[config.mk]
export PLATFORM = sky130hd
export DESIGN_NAME = max_gap_slot_allocator
export DESIGN_NICKNAME = d
export VERILOG_FILES = /design/src/hw/rtl/msa_pkg.sv /design/src/hw/rtl/msa_ram.sv /design/src/hw/rtl/msa_gap_unit.sv /design/src/hw/rtl/max_gap_slot_allocator.sv
export SDC_FILE = /design/constraint.sdc
export NUM_CORES = 2
export LEC_CHECK = 0
export ABC_AREA = 1
export BUFFER_PORTS_ARGS = -buffer_cell sky130_fd_sc_hd__buf_2
export CAP_MARGIN = 20
export CORE_UTILIZATION = 35
export DETAILED_ROUTE_END_ITERATION = 8
export PLACE_DENSITY = 0.58
export SLEW_MARGIN = 20
export SYNTH_ARGS = -nofsm -noshare
export SYNTH_HDL_FRONTEND = slang
export SYNTH_SLANG_ARGS = --single-unit
export TNS_END_PERCENT = 50
[constraint.sdc]
create_clock -name clk -period 6.5 [get_ports clk]
set_input_delay 0.65 -clock clk [delete_from_list [all_inputs] [get_ports clk]]
set_output_delay 0.65 -clock clk [all_outputs]
set_load 0.01 [all_outputs]
[src/hw/rtl/msa_pkg.sv]
// ----------------------------------------------------------------------------
// Max-gap slot allocator package
// Shared constants, result and operation codes, and the occupancy-word
// priority encoder used by the gap unit.
// ----------------------------------------------------------------------------
package msa_pkg;

	// Default row capacity
	localparam int MAX_SEATS_DEF = 1024;

	// Occupancy map word geometry
	localparam int WORD_W  = 64;
	localparam int WORD_BW = 6;

	// Fixed field widths
	localparam int NUM_SEATS_W = 11;
	localparam int SLOT_W      = 10;
	localparam int STATUS_W    = 2;

	localparam logic [NUM_SEATS_W-1:0] NUM_SEATS_RESET = 11'd1024;

	typedef enum logic [STATUS_W-1:0] {
		ST_ALLOCATED     = 2'd0,
		ST_FULL          = 2'd1,
		ST_RELEASED      = 2'd2,
		ST_EMPTY_RELEASE = 2'd3
	} status_t;

	typedef enum logic {
		OP_ALLOC   = 1'b0,
		OP_RELEASE = 1'b1
	} op_t;

	// Return the index of the lowest set bit (zero when none is set)
	function automatic logic [WORD_BW-1:0] lowest_one(input logic [WORD_W-1:0] v);
		logic [WORD_BW-1:0] idx;
		idx = '0;
		for (int i = WORD_W - 1; i >= 0; i--) begin
			if (v[i]) begin
				idx = WORD_BW'(i);
			end
		end
		return idx;
	endfunction

endpackage

[src/hw/rtl/msa_ram.sv]
// ----------------------------------------------------------------------------
// Generic single-port-write RAM
// One write port and one read port; read data is registered.
// ----------------------------------------------------------------------------
module msa_ram #(
	parameter int WIDTH = 64,
	parameter int DEPTH = 16,
	localparam int AW = (DEPTH > 1) ? $clog2(DEPTH) : 1
) (
	input  logic             clk,
	input  logic             we,
	input  logic [AW-1:0]    waddr,
	input  logic [WIDTH-1:0] wdata,
	input  logic [AW-1:0]    raddr,
	output logic [WIDTH-1:0] rdata
);

	logic [WIDTH-1:0] mem_q [DEPTH];
	logic [WIDTH-1:0] rdata_q;

	// Write and registered read
	always_ff @(posedge clk) begin
		if (we) begin
			mem_q[waddr] <= wdata;
		end
		rdata_q <= mem_q[raddr];
	end

	assign rdata = rdata_q;

endmodule

[src/hw/rtl/msa_gap_unit.sv]
// ----------------------------------------------------------------------------
// Max-gap slot allocator gap unit
// Takes one occupied slot per step from the current occupancy word and
// tracks the last occupied slot, the count and the widest gap, edge gap included.
// ----------------------------------------------------------------------------
module msa_gap_unit #(
	parameter int AW = 4,
	parameter int NW = 11,
	localparam int PW = AW + msa_pkg::WORD_BW
) (
	input  logic                       clk,
	input  logic                       arst_n,
	input  logic                       init,
	input  logic                       step,
	input  logic [AW-1:0]              word_idx,
	input  logic [msa_pkg::WORD_W-1:0] mask,
	output logic [msa_pkg::WORD_W-1:0] mask_next,
	output logic                       seen,
	output logic [NW-1:0]              used,
	output logic [PW-1:0]              last,
	output logic [PW-1:0]              best_dist,
	output logic [PW-1:0]              best_pos
);

	import msa_pkg::*;

	logic [WORD_BW-1:0] bit_idx;
	logic [PW-1:0]      pos;
	logic [PW-1:0]      half_gap;
	logic               seen_q;
	logic [NW-1:0]      used_q;
	logic [PW-1:0]      last_q;
	logic [PW-1:0]      best_dist_q;
	logic [PW-1:0]      best_pos_q;

	// Locate the next occupied slot and half its distance to the previous one
	assign bit_idx   = lowest_one(mask);
	assign pos       = {word_idx, bit_idx};
	assign half_gap  = (pos - last_q) >> 1;
	assign mask_next = mask & (mask - WORD_W'(1));

	// Track gap state
	always_ff @(posedge clk or negedge arst_n) begin
		if (!arst_n) begin
			seen_q <= 1'b0;
			used_q <= '0;
		end else if (init) begin
			seen_q <= 1'b0;
			used_q <= '0;
		end else if (step) begin
			seen_q <= 1'b1;
			used_q <= used_q + NW'(1);
		end
	end

	always_ff @(posedge clk) begin
		if (step) begin
			last_q <= pos;
			if (!seen_q) begin
				best_dist_q <= pos;
				best_pos_q  <= '0;
			end else if (half_gap > best_dist_q) begin
				best_dist_q <= half_gap;
				best_pos_q  <= last_q + half_gap;
			end
		end
	end

	assign seen      = seen_q;
	assign used      = used_q;
	assign last      = last_q;
	assign best_dist = best_dist_q;
	assign best_pos  = best_pos_q;

endmodule

[src/hw/rtl/max_gap_slot_allocator.sv]
// ----------------------------------------------------------------------------
// Max-gap slot allocator
// Allocates the free slot farthest from any occupied slot, or releases one.
// ----------------------------------------------------------------------------
// Each accepted item gives exactly one result. The occupancy map sits in a
// RAM of 64-slot words. An allocate reads the row one word at a time and
// feeds each occupied slot through a shared gap unit, one slot per cycle. Each
// word passes through fetch, load and end of scan; then the slot is chosen
// and marked in the decide, map read and map write states, unless the row is
// full. A release runs only the map read and map write states (none when the
// slot is out of range). The result then waits in an output register while
// the next item may be accepted. After reset a clearing pass writes every map
// word, one per cycle, before the first item is taken; num_seats writes are
// accepted at any time.
module max_gap_slot_allocator #(
	parameter int MAX_SEATS = msa_pkg::MAX_SEATS_DEF
) (
	input  logic                            clk,
	input  logic                            arst_n,
	input  logic                            in_valid,
	output logic                            in_stall,
	input  logic                            op,
	input  logic [msa_pkg::SLOT_W-1:0]      release_slot,
	output logic                            out_valid,
	input  logic                            out_stall,
	output logic [msa_pkg::SLOT_W-1:0]      slot_index,
	output logic [msa_pkg::STATUS_W-1:0]    status,
	input  logic                            cfg_valid,
	output logic                            cfg_ready,
	input  logic [msa_pkg::NUM_SEATS_W-1:0] num_seats
);

	import msa_pkg::*;

	localparam int DEPTH = (MAX_SEATS + WORD_W - 1) / WORD_W;
	localparam int AW    = (DEPTH > 1) ? $clog2(DEPTH) : 1;
	localparam int PW    = AW + WORD_BW;
	localparam int NW    = $clog2(MAX_SEATS + 1);

	typedef enum logic [8:0] {
		S_CLEAR  = 9'b000000001,
		S_IDLE   = 9'b000000010,
		S_FETCH  = 9'b000000100,
		S_LOAD   = 9'b000001000,
		S_SCAN   = 9'b000010000,
		S_DECIDE = 9'b000100000,
		S_UPD_RD = 9'b001000000,
		S_UPD_WR = 9'b010000000,
		S_DONE   = 9'b100000000
	} state_t;

	state_t                  state_q;
	logic [NUM_SEATS_W-1:0]  num_seats_q;
	logic [AW-1:0]           clr_addr_q;
	logic [AW-1:0]           word_q;
	logic [WORD_W-1:0]       mask_q;
	op_t                     op_q;
	logic [SLOT_W-1:0]       rs_q;
	logic [PW-1:0]           tgt_q;
	logic [PW-1:0]           res_slot_q;
	status_t                 res_status_q;
	logic                    out_valid_q;
	logic [SLOT_W-1:0]       slot_index_q;
	status_t                 status_q;

	logic                    in_accept;
	logic                    out_free;
	logic [NW-1:0]           row_len;
	logic [PW-1:0]           row_last;
	logic [AW-1:0]           last_word;
	logic [WORD_W-1:0]       row_mask;
	logic                    rs_in_range;

	logic                    ram_we;
	logic [AW-1:0]           ram_waddr;
	logic [WORD_W-1:0]       ram_wdata;
	logic [AW-1:0]           ram_raddr;
	logic [WORD_W-1:0]       ram_rdata;
	logic [WORD_W-1:0]       tgt_bit;
	logic                    tgt_occupied;

	logic                    gap_init;
	logic                    gap_step;
	logic [WORD_W-1:0]       gap_mask_next;
	logic                    gap_seen;
	logic [NW-1:0]           gap_used;
	logic [PW-1:0]           gap_last;
	logic [PW-1:0]           gap_best_dist;
	logic [PW-1:0]           gap_best_pos;

	// Handshakes
	assign in_stall  = (state_q != S_IDLE);
	assign in_accept = in_valid && !in_stall;
	assign out_free  = !out_valid_q || !out_stall;
	assign cfg_ready = 1'b1;

	// Hold the row length register
	always_ff @(posedge clk or negedge arst_n) begin
		if (!arst_n) begin
			num_seats_q <= NUM_SEATS_RESET;
		end else if (cfg_valid && cfg_ready) begin
			num_seats_q <= num_seats;
		end
	end

	// Clamp the row length to 1..MAX_SEATS
	always_comb begin
		if (num_seats_q == '0) begin
			row_len = NW'(1);
		end else if (int'(num_seats_q) > MAX_SEATS) begin
			row_len = NW'(MAX_SEATS);
		end else begin
			row_len = NW'(num_seats_q);
		end
	end

	assign row_last  = PW'(row_len - NW'(1));
	assign last_word = row_last[PW-1:WORD_BW];
	assign row_mask  = (word_q == last_word)
		? ({WORD_W{1'b1}} >> (WORD_BW'(WORD_W - 1) - row_last[WORD_BW-1:0]))
		: {WORD_W{1'b1}};

	assign rs_in_range = (int'(release_slot) < MAX_SEATS);

	// Occupancy map port control
	assign tgt_bit      = WORD_W'(1) << tgt_q[WORD_BW-1:0];
	assign tgt_occupied = |(ram_rdata & tgt_bit);
	assign ram_raddr    = (state_q == S_UPD_RD) ? tgt_q[PW-1:WORD_BW] : word_q;

	always_comb begin
		ram_we    = 1'b0;
		ram_waddr = tgt_q[PW-1:WORD_BW];
		ram_wdata = ram_rdata | tgt_bit;
		if (state_q == S_CLEAR) begin
			ram_we    = 1'b1;
			ram_waddr = clr_addr_q;
			ram_wdata = '0;
		end else if (state_q == S_UPD_WR) begin
			if (op_q == OP_ALLOC) begin
				ram_we = 1'b1;
			end else begin
				ram_we    = tgt_occupied;
				ram_wdata = ram_rdata & ~tgt_bit;
			end
		end
	end

	msa_ram #(
		.WIDTH(WORD_W),
		.DEPTH(DEPTH)
	) u_map (
		.clk  (clk),
		.we   (ram_we),
		.waddr(ram_waddr),
		.wdata(ram_wdata),
		.raddr(ram_raddr),
		.rdata(ram_rdata)
	);

	// Gap unit drive
	assign gap_init = in_accept && (op_t'(op) == OP_ALLOC);
	assign gap_step = (state_q == S_SCAN) && (mask_q != '0);

	msa_gap_unit #(
		.AW(AW),
		.NW(NW)
	) u_gap (
		.clk      (clk),
		.arst_n   (arst_n),
		.init     (gap_init),
		.step     (gap_step),
		.word_idx (word_q),
		.mask     (mask_q),
		.mask_next(gap_mask_next),
		.seen     (gap_seen),
		.used     (gap_used),
		.last     (gap_last),
		.best_dist(gap_best_dist),
		.best_pos (gap_best_pos)
	);

	// Sequencer
	always_ff @(posedge clk or negedge arst_n) begin
		if (!arst_n) begin
			state_q    <= S_CLEAR;
			clr_addr_q <= '0;
		end else begin
			case (state_q)
				S_CLEAR: begin
					clr_addr_q <= clr_addr_q + AW'(1);
					if (clr_addr_q == AW'(DEPTH - 1)) begin
						state_q <= S_IDLE;
					end
				end
				S_IDLE: begin
					if (in_accept) begin
						if (op_t'(op) == OP_ALLOC) begin
							state_q <= S_FETCH;
						end else if (rs_in_range) begin
							state_q <= S_UPD_RD;
						end else begin
							state_q <= S_DONE;
						end
					end
				end
				S_FETCH:  state_q <= S_LOAD;
				S_LOAD:   state_q <= S_SCAN;
				S_SCAN: begin
					if (mask_q == '0) begin
						state_q <= (word_q == last_word) ? S_DECIDE : S_FETCH;
					end
				end
				S_DECIDE: begin
					state_q <= (gap_used == row_len) ? S_DONE : S_UPD_RD;
				end
				S_UPD_RD: state_q <= S_UPD_WR;
				S_UPD_WR: state_q <= S_DONE;
				S_DONE: begin
					if (out_free) begin
						state_q <= S_IDLE;
					end
				end
				default:  state_q <= S_IDLE;
			endcase
		end
	end

	// Item datapath
	always_ff @(posedge clk) begin
		case (state_q)
			S_IDLE: begin
				op_q   <= op_t'(op);
				rs_q   <= release_slot;
				word_q <= '0;
				tgt_q  <= PW'(release_slot);
				res_status_q <= ST_EMPTY_RELEASE;
			end
			S_LOAD: begin
				mask_q <= ram_rdata & row_mask;
			end
			S_SCAN: begin
				if (mask_q != '0) begin
					mask_q <= gap_mask_next;
				end else begin
					word_q <= word_q + AW'(1);
				end
			end
			S_DECIDE: begin
				res_slot_q   <= '0;
				res_status_q <= ST_FULL;
				if (!gap_seen) begin
					tgt_q <= '0;
				end else if ((row_last - gap_last) > gap_best_dist) begin
					tgt_q <= row_last;
				end else begin
					tgt_q <= gap_best_pos;
				end
			end
			S_UPD_WR: begin
				res_slot_q <= tgt_q;
				if (op_q == OP_ALLOC) begin
					res_status_q <= ST_ALLOCATED;
				end else begin
					res_status_q <= tgt_occupied ? ST_RELEASED : ST_EMPTY_RELEASE;
				end
			end
			default: begin
			end
		endcase
	end

	// Output register: load on finish, drop after the transfer
	always_ff @(posedge clk or negedge arst_n) begin
		if (!arst_n) begin
			out_valid_q <= 1'b0;
		end else if ((state_q == S_DONE) && out_free) begin
			out_valid_q <= 1'b1;
		end else if (!out_stall) begin
			out_valid_q <= 1'b0;
		end
	end

	always_ff @(posedge clk) begin
		if ((state_q == S_DONE) && out_free) begin
			slot_index_q <= (op_q == OP_RELEASE) ? rs_q : SLOT_W'(res_slot_q);
			status_q     <= res_status_q;
		end
	end

	assign out_valid  = out_valid_q;
	assign slot_index = slot_index_q;
	assign status     = status_q;

endmodule

## Yosys cells after proc, flatten, opt, wreduce, memory -nomap -nowiden

Memory sizes are Yosys's and may differ from the RTL's. A register that Yosys moved wholly into a read port is not among the register bits.
Cells that the tools add are included.

- $add $sub $neg: 9
- $lt $le $gt $ge: 3
- Equal/unequal tests: 21
- Shift-type cells: 2
- Muxes and demuxes: 106
- Bitwise logic cells: 7
- Reduce and logical (&&, ||, !) cells: 22

Operators with widths:

| operator | count |
|---|---|
| $mux W6 | 65 |
| $mux W64 | 5 |
| $and A64 B64 Y64 | 4 |
| $pmux W64 S2 | 1 |
| $pmux W9 S9 | 1 |
| $logic_not A64 Y1 | 1 |
| $not A64 Y64 | 1 |
| $or A64 B64 Y64 | 1 |
| $reduce_bool A64 Y1 | 1 |
| $reduce_or A64 Y1 | 1 |
| $shl A1 B6 Y64 const A | 1 |
| $shr A64 B6 Y64 const A | 1 |
| $sub A64 B1 Y64 const B | 1 |
| $mux W10 | 6 |
| $mux W9 | 5 |
| $mux W11 | 4 |
| $pmux W10 S2 | 2 |
| $sub A10 B10 Y10 | 2 |
| $mux W4 | 3 |
| $add A11 B1 Y11 const B | 1 |
| $eq A11 B11 Y1 | 1 |
| $gt A11 B11 Y1 const B | 1 |
| $logic_not A11 Y1 | 1 |
| $add A10 B9 Y10 | 1 |
| 32 further kinds | 59 |

- Register bits: 180
- RAM bits: 1024
- Input port bits: 27
- Output and inout bits: 15
- Memories kept: 1

Memories:

| name | depth | bits a word | rd ports | clocked after memory_dff | write ports | line | source |
|---|---|---|---|---|---|---|---|
| u_map.mem_q | 16 | 64 | 1 | 1 | 1 | msa_ram.sv:18 | `logic [WIDTH-1:0] mem_q [DEPTH];` |

## Depth between registers and ports, before layout

- Depth in word-level cells: 68
- Mapped depth: 84
- Depth with buffers taken out: 84

## Cells and area by module

Synthesis repeated with hierarchy kept, for this count alone.

- Cell total of the unflattened synthesis: 6285
- Area total of the unflattened synthesis: 59585.9 um^2

By module, submodules not included:

| module | times used | cells an instance | area each (um^2) | sequential area each (um^2) |
|---|---|---|---|---|
| msa_ram | 1 | 4210 | 45285.9 | 32030.7 |
| max_gap_slot_allocator | 1 | 1384 | 10037.1 | 4021.4 |
| msa_gap_unit | 1 | 691 | 4262.8 | 1201.2 |

## Worst setup path after synthesis

Ideal clock, no wire load.

- Path type: reg-to-reg
- Start point: register mask_q[59]
- End point: register u_gap.best_dist_q[0] (netlist: u_gap.best_dist[0]), enable pin
- Library setup time: 0.404 ns
- Arrival time: 6.050 ns
- Data required time: 6.096 ns
- Path slack: 0.047 ns
- Stages on the path, launching flop included: 78
- Period minus slack after synthesis: 6.453 ns
- Cell sequence: edfxtp_1 > bufinv_8 > nand2_1 > nand2_1 > nand2_1 > nand2_1 > nand2_1 > nand2_1 > nand2_1 > nand2_1 > nand2_1 > nand2_1 > nand2_1 > nand2_1 > nand2_1 > nand2_1 > nand2_1 > nand2_1 > [42 not listed] > nand2_1 > nand2_2 > nand2_4 > fa_1 > nand3_1 > nand2_1 > a21oi_1 > o21ai_0 > xor2_1 > inv_1 > ha_1 > nand2_1 > o21ai_0 > a21oi_1 > nor2_1 > o21a_1 > o211ai_1 > a21oi_1

- Longest elaborated chain between the ends: 64
- Elaborated cells between the ends (all ways): 66
- Those cells by class: add/sub: 1; order compare: 1; eq/ne: 1; mux: 60; reduce/logical: 3

RTL lines:

| element | line | source |
|---|---|---|
| start, declared | max_gap_slot_allocator.sv:56 | `logic [WORD_W-1:0] mask_q;` |
| start signal, assigned | max_gap_slot_allocator.sv:239 | `mask_q <= ram_rdata & row_mask;` |
| start signal, assigned | max_gap_slot_allocator.sv:243 | `mask_q <= gap_mask_next;` |
| $mux W6 (60 in series) | msa_pkg.sv:39 | `if (v[i]) begin` |
| $sub A10 B10 Y10 | msa_gap_unit.sv:39 | `assign half_gap = (pos - last_q) >> 1;` |
| $gt A9 B10 Y1 | msa_gap_unit.sv:62 | `end else if (half_gap > best_dist_q) begin` |
| $ne A2 B2 Y1 (no line) | n/a |  |
| $reduce_and A2 Y1 (no line) (*) | n/a |  |
| end signal, assigned | msa_gap_unit.sv:60 | `best_dist_q <= pos;` |
| end signal, assigned | msa_gap_unit.sv:63 | `best_dist_q <= half_gap;` |
| end, declared | msa_gap_unit.sv:33 | `logic [PW-1:0] best_dist_q;` |

Mark *: on every way between the ends. The rest lies on a longest branch, timed or not.
A chain may end at the register's enable or synchronous reset.

## Final worst setup path

- Start point: register mask_q[63]
- End point: register u_gap.best_dist_q[0] (netlist: u_gap.best_dist[0]), enable pin

- Longest elaborated chain between the ends: 68
- Elaborated cells between the ends (all ways): 70
- Those cells by class: add/sub: 1; order compare: 1; eq/ne: 1; mux: 64; reduce/logical: 3

RTL lines:

| element | line |
|---|---|
| $mux W6 (64 in series) | msa_pkg.sv:39 |
| $sub A10 B10 Y10 | msa_gap_unit.sv:39 |
| $gt A9 B10 Y1 | msa_gap_unit.sv:62 |
| $ne A2 B2 Y1 (no line) | n/a |
| $reduce_and A2 Y1 (no line) (*) | n/a |

Marks and branches as above.

==> metrics.md <==
| Metric | Value |
|---|---|
| Status | `complete, but fails checks` |
| Failing checks | `negative setup slack` |
| Crit path launch type | `flip-flop` |
| N_diodes | `0` |
| Syn Inst Count | `4683` |
| Routability Congestion | `0.996` |
| DRC Markers | `0` |
| Grt total ovfl | `0` |
| Num CTS Buffers | `136` |
| Final Hold Vio Count | `0` |
| Sequential power share | `0.400` |
| Yosys Warn Count | `0` |
| Antenna violations before repair | `0` |
| DP Wirelength | `90600 um` |
| Critical path required time | `6.98 ns` |
| CTS tree | `yes` |
| Async S/R FF share, synth | `0.0292` |
| Cell variety after synth | `54` |
| Die W | `395 um` |
| TritonRoute pass-1 iters | `6` |
| Via density | `5.51` |
| Final worst path period share | `1.00` |
| Largest net degree at the start of global routing | `181` |
| Starting Density | `0.354` |
| Worst-margin pin slew | `1.17 ns` |
| FF+latch count, synth | `1268` |
| Share of layout cells above drive strength 1 | `0.0913` |
| CP max stage delay | `0.39 ns` |
| Clock slew at reported path FFs | `0.06 ns` |
| Nets | `4792` |
| Wire length per cell | `23.7 um` |
| Clock Sink Count | `1268` |
| Vias | `37700` |
| Setup violators final | `9` |
| Worst hold path class | `in -> reg` |
| Crit end category | `flip-flop` |
| CP Data Arrival Time | `6.99 ns` |
| IO buf count | `40` |
| Switching share of total power | `0.374` |
| RSZ-0062 raised after global routing | `true` |
| Critical Path Fanout Max | `5` |
| H-tree depth | `4` |
| Pwr Density | `452 nW/um^2` |
| Leakage | `21.0 nW` |
| Top Ports | `42` |
| Area Overhead vs Synth | `14.4%` |
| Total track usage | `0.205` |
| Total Routed Length | `162000 um` |
| Net count after synthesis | `4765` |
| Internal | `0.0175 W` |
| Longest Clk Path Bufs | `3` |
| Post-synth EDFFs | `1167` |
| Non-Filler Instances | `6850` |
| Setup ws final | `-0.0131 ns` |
| CORE AREA | `153000 um^2` |
| Combinational Power Share | `0.323` |
| Vias in the first global route | `35700` |
| CP max stage cell | `edfxtp_1` |
| Antenna Nets Post-Route | `0` |
| Worst hold margin | `0.0925 ns` |
| Area of the die | `156000 um^2` |
| MaxCap Viol Count | `0` |
| Top FF cell, synth | `edfxtp_1` |
| Worst skew pair latency | `0.78 ns` |
| Slew margin rel. | `0.221` |
| Iter 0 DRT Violations | `4566` |
| Row cnt | `143` |
| Slew Viols, Final | `0` |
| Register area share after synthesis | `0.690` |
| Max Clock Skew | `0.0344 ns` |
| Psw | `0.0105 W` |
| Placed insts | `6593` |
| Height of the chip | `395 um` |
| Max VDD drop | `0.321 mV` |
| Setup CP Type | `reg -> reg` |
| Most common cell on crit path | `nand2_1` |
| First-pass GRT wire length | `239000 um` |
| CTS Root Cell | `clkbuf_16` |
| Mapped Area | `54000 um^2` |
| Clock power frac | `0.277` |
| Min Tclk post-route | `6.51 ns` |
| Final core occ | `0.405` |
| FMAX | `154 MHz` |
| Avg Inst Size Synth | `11.5 um^2` |
-- sequential cells by signal (all words and copies together) (netlist names), 4 cells and up --
signal	count
state_q	9
tgt_q	10
u_gap.last	10
u_gap.best_dist	10
u_map.rdata	64
u_gap.best_pos	10
mask_q	64
clr_addr_q	4
slot_index	10
u_map.mem_q	1024
rs_q	10
res_slot_q	10
num_seats_q	11
word_q	4
u_gap.used	11
-- final timing paths --
check | start | endpoint | slack (ns) | cells past startpoint
max reg2reg | mask_q[63] | u_gap.best_dist[0] | -0.01 | 80
min reg2reg | res_status_q[0] | status[0] | 0.42 | 0
max in group asynchronous | arst_n | num_seats_q[0] | 5.37 | 2
min in group asynchronous | arst_n | state_q[4] | 0.54 | 2
max | mask_q[63] | u_gap.best_dist[0] | -0.01 | 80
min | op | op_q | 0.09 | 1
-- what timing repair did --
action / in CTS / in global routing
endpoints found under the hold margin: 9 / 0
gates resized for setup: 0 / 23
hold buffers: 1 / 0
buffers inserted: 0 / 5
setup endpoints to repair: 0 / 24
-- Yosys cell counts (3+ instances only) --
master | n | area [um^2]
a211oi_1 | 15 | 113
a21oi_1 | 123 | 616
a221oi_1 | 12 | 105
a22o_1 | 5 | 43.8
a31oi_1 | 3 | 18.8
buf_1 | 15 | 56.3
bufinv_8 | 5 | 87.6
clkbuf_1 | 253 | 950
clkinv_1 | 4 | 15.0
dfrtp_1 | 35 | 876
dfxtp_1 | 64 | 1280
edfxtp_1 | 1167 | 35000
fa_1 | 3 | 60.1
ha_1 | 52 | 651
inv_1 | 331 | 1240
inv_2 | 5 | 18.8
nand2_1 | 359 | 1350
nand2_2 | 5 | 31.3
nand2_4 | 3 | 33.8
nand3_1 | 154 | 771
nand4_1 | 26 | 163
nor2_1 | 844 | 3170
nor3_1 | 36 | 180
nor3b_1 | 5 | 37.5
nor4_1 | 10 | 62.6
o2111ai_1 | 3 | 26.3
o211ai_1 | 51 | 383
o21a_1 | 13 | 97.6
o21ai_0 | 715 | 3580
o21bai_1 | 4 | 30.0
o221ai_1 | 187 | 1640
o22ai_1 | 88 | 551
o311ai_0 | 3 | 26.3
o31ai_1 | 29 | 218
o32ai_1 | 7 | 61.3
xnor2_1 | 13 | 114
xor2_1 | 14 | 123
-- cell families (layout without fill, tap and decap cells) --
family	Yosys count	in the layout	share of synthesized area
and+or+nand+nor	1447	1447	0.108
adders and majority gates	55	55	0.0132
buffers and inverters	615	752	0.0441
muxes	1	1	0.000208
DFF	1268	1268	0.690
AOI/OAI and AO/OA	1268	1268	0.140
other	1	1	0.0000694
xor gates and xnor gates	28	28	0.00468
-- routing by layer --
| layer | routed length (um) | global-route usage | vias up |
|---|---|---|---|
| met4 | 3930 | 0.0573 | 0 |
| met5 | 0 | 0 | - |
| met3 | 12100 | 0.0306 | 235 |
| li1 | - | - | 17100 |
| met1 | 71900 | 0.295 | 18800 |
| met2 | 74600 | 0.320 | 1575 |
-- through the flow --
| stage | instance area (um^2) | total power, W | TNS [ns] | setup slack (ns) |
|---|---|---|---|---|
| after floorplan | 54000 | 0.0167 | 0 | 0.0465 |
| after global placement | 57100 | 0.0201 | 0 | 0.0595 |
| after detailed placement | 57100 | 0.0202 | 0 | 0.109 |
| after CTS | 61600 | 0.0279 | 0 | 0.0258 |
| final | 61800 | 0.0279 | -0.0614 | -0.0131 |
| after global routing | 61800 | 0.0293 | -13.71 | -0.656 |
-- worst max-delay path: cells and delay by family, from the launching register on --
kind	cells	cell delay (ns)
AOI/OAI and AO/OA	7	1.04
DFF	1	0.39
xor gates and xnor gates	1	0.19
adders and majority gates	2	0.66
buffers and inverters	2	0.34
and+or+nand+nor	68	3.57
-- power groups by stage --
stage / logic (W) / registers, W / clock network, W
3_5_place_dp: 0.00886 / 0.0113 / 0
4_1_cts: 0.00890 / 0.0112 / 0.00785
6_report: 0.00902 / 0.0112 / 0.00775
5_1_grt: 0.00993 / 0.0112 / 0.00817
2_1_floorplan: 0.00573 / 0.0110 / 0
3_3_place_gp: 0.00875 / 0.0113 / 0
-- cells in the final DEF, fill, tap and decap left out, types with 7 or more instances in the layout --
| master | Yosys | layout |
|---|---|---|
| o32ai_1 | 7 | 7 |
| edfxtp_1 | 1167 | 1167 |
| nand2_2 | 5 | 9 |
| clkinv_1 | 4 | 27 |
| o22ai_1 | 88 | 88 |
| bufinv_16 | 0 | 10 |
| clkbuf_1 | 253 | 37 |
| buf_2 | 1 | 40 |
| dfxtp_1 | 64 | 64 |
| ha_1 | 52 | 51 |
| nor2_1 | 844 | 825 |
| a211oi_1 | 15 | 10 |
| nor4_1 | 10 | 10 |
| a21oi_2 | 0 | 26 |
| o221ai_1 | 187 | 187 |
| o21ai_0 | 715 | 712 |
| nand4_1 | 26 | 26 |
| o21a_1 | 13 | 13 |
| clkinv_2 | 0 | 15 |
| nand2_1 | 359 | 353 |
| nor3_1 | 36 | 36 |
| nand3_1 | 154 | 153 |
| clkbuf_16 | 0 | 142 |
| a21oi_1 | 123 | 93 |
| buf_4 | 1 | 94 |
| o211ai_1 | 51 | 51 |
| dfrtp_1 | 35 | 35 |
| xor2_1 | 14 | 14 |
| a221oi_1 | 12 | 12 |
| o31ai_1 | 29 | 29 |
| nor2_4 | 0 | 17 |
| inv_1 | 331 | 330 |
| buf_12 | 0 | 21 |
| clkbuf_8 | 0 | 9 |
| xnor2_1 | 13 | 11 |
-- cell type report --
class / count / area (um^2)
clock buffer: 186 / 3770
clock inverter: 62 / 684
fill: 14300 / 90800
inverter: 345 / 1380
multi-input combinational: 2800 / 14800
sequential: 1268 / 37300
tap: 2030 / 2540
timing repair buffer: 159 / 1400
No activity file was read; power rests on OpenSTA's default activity.
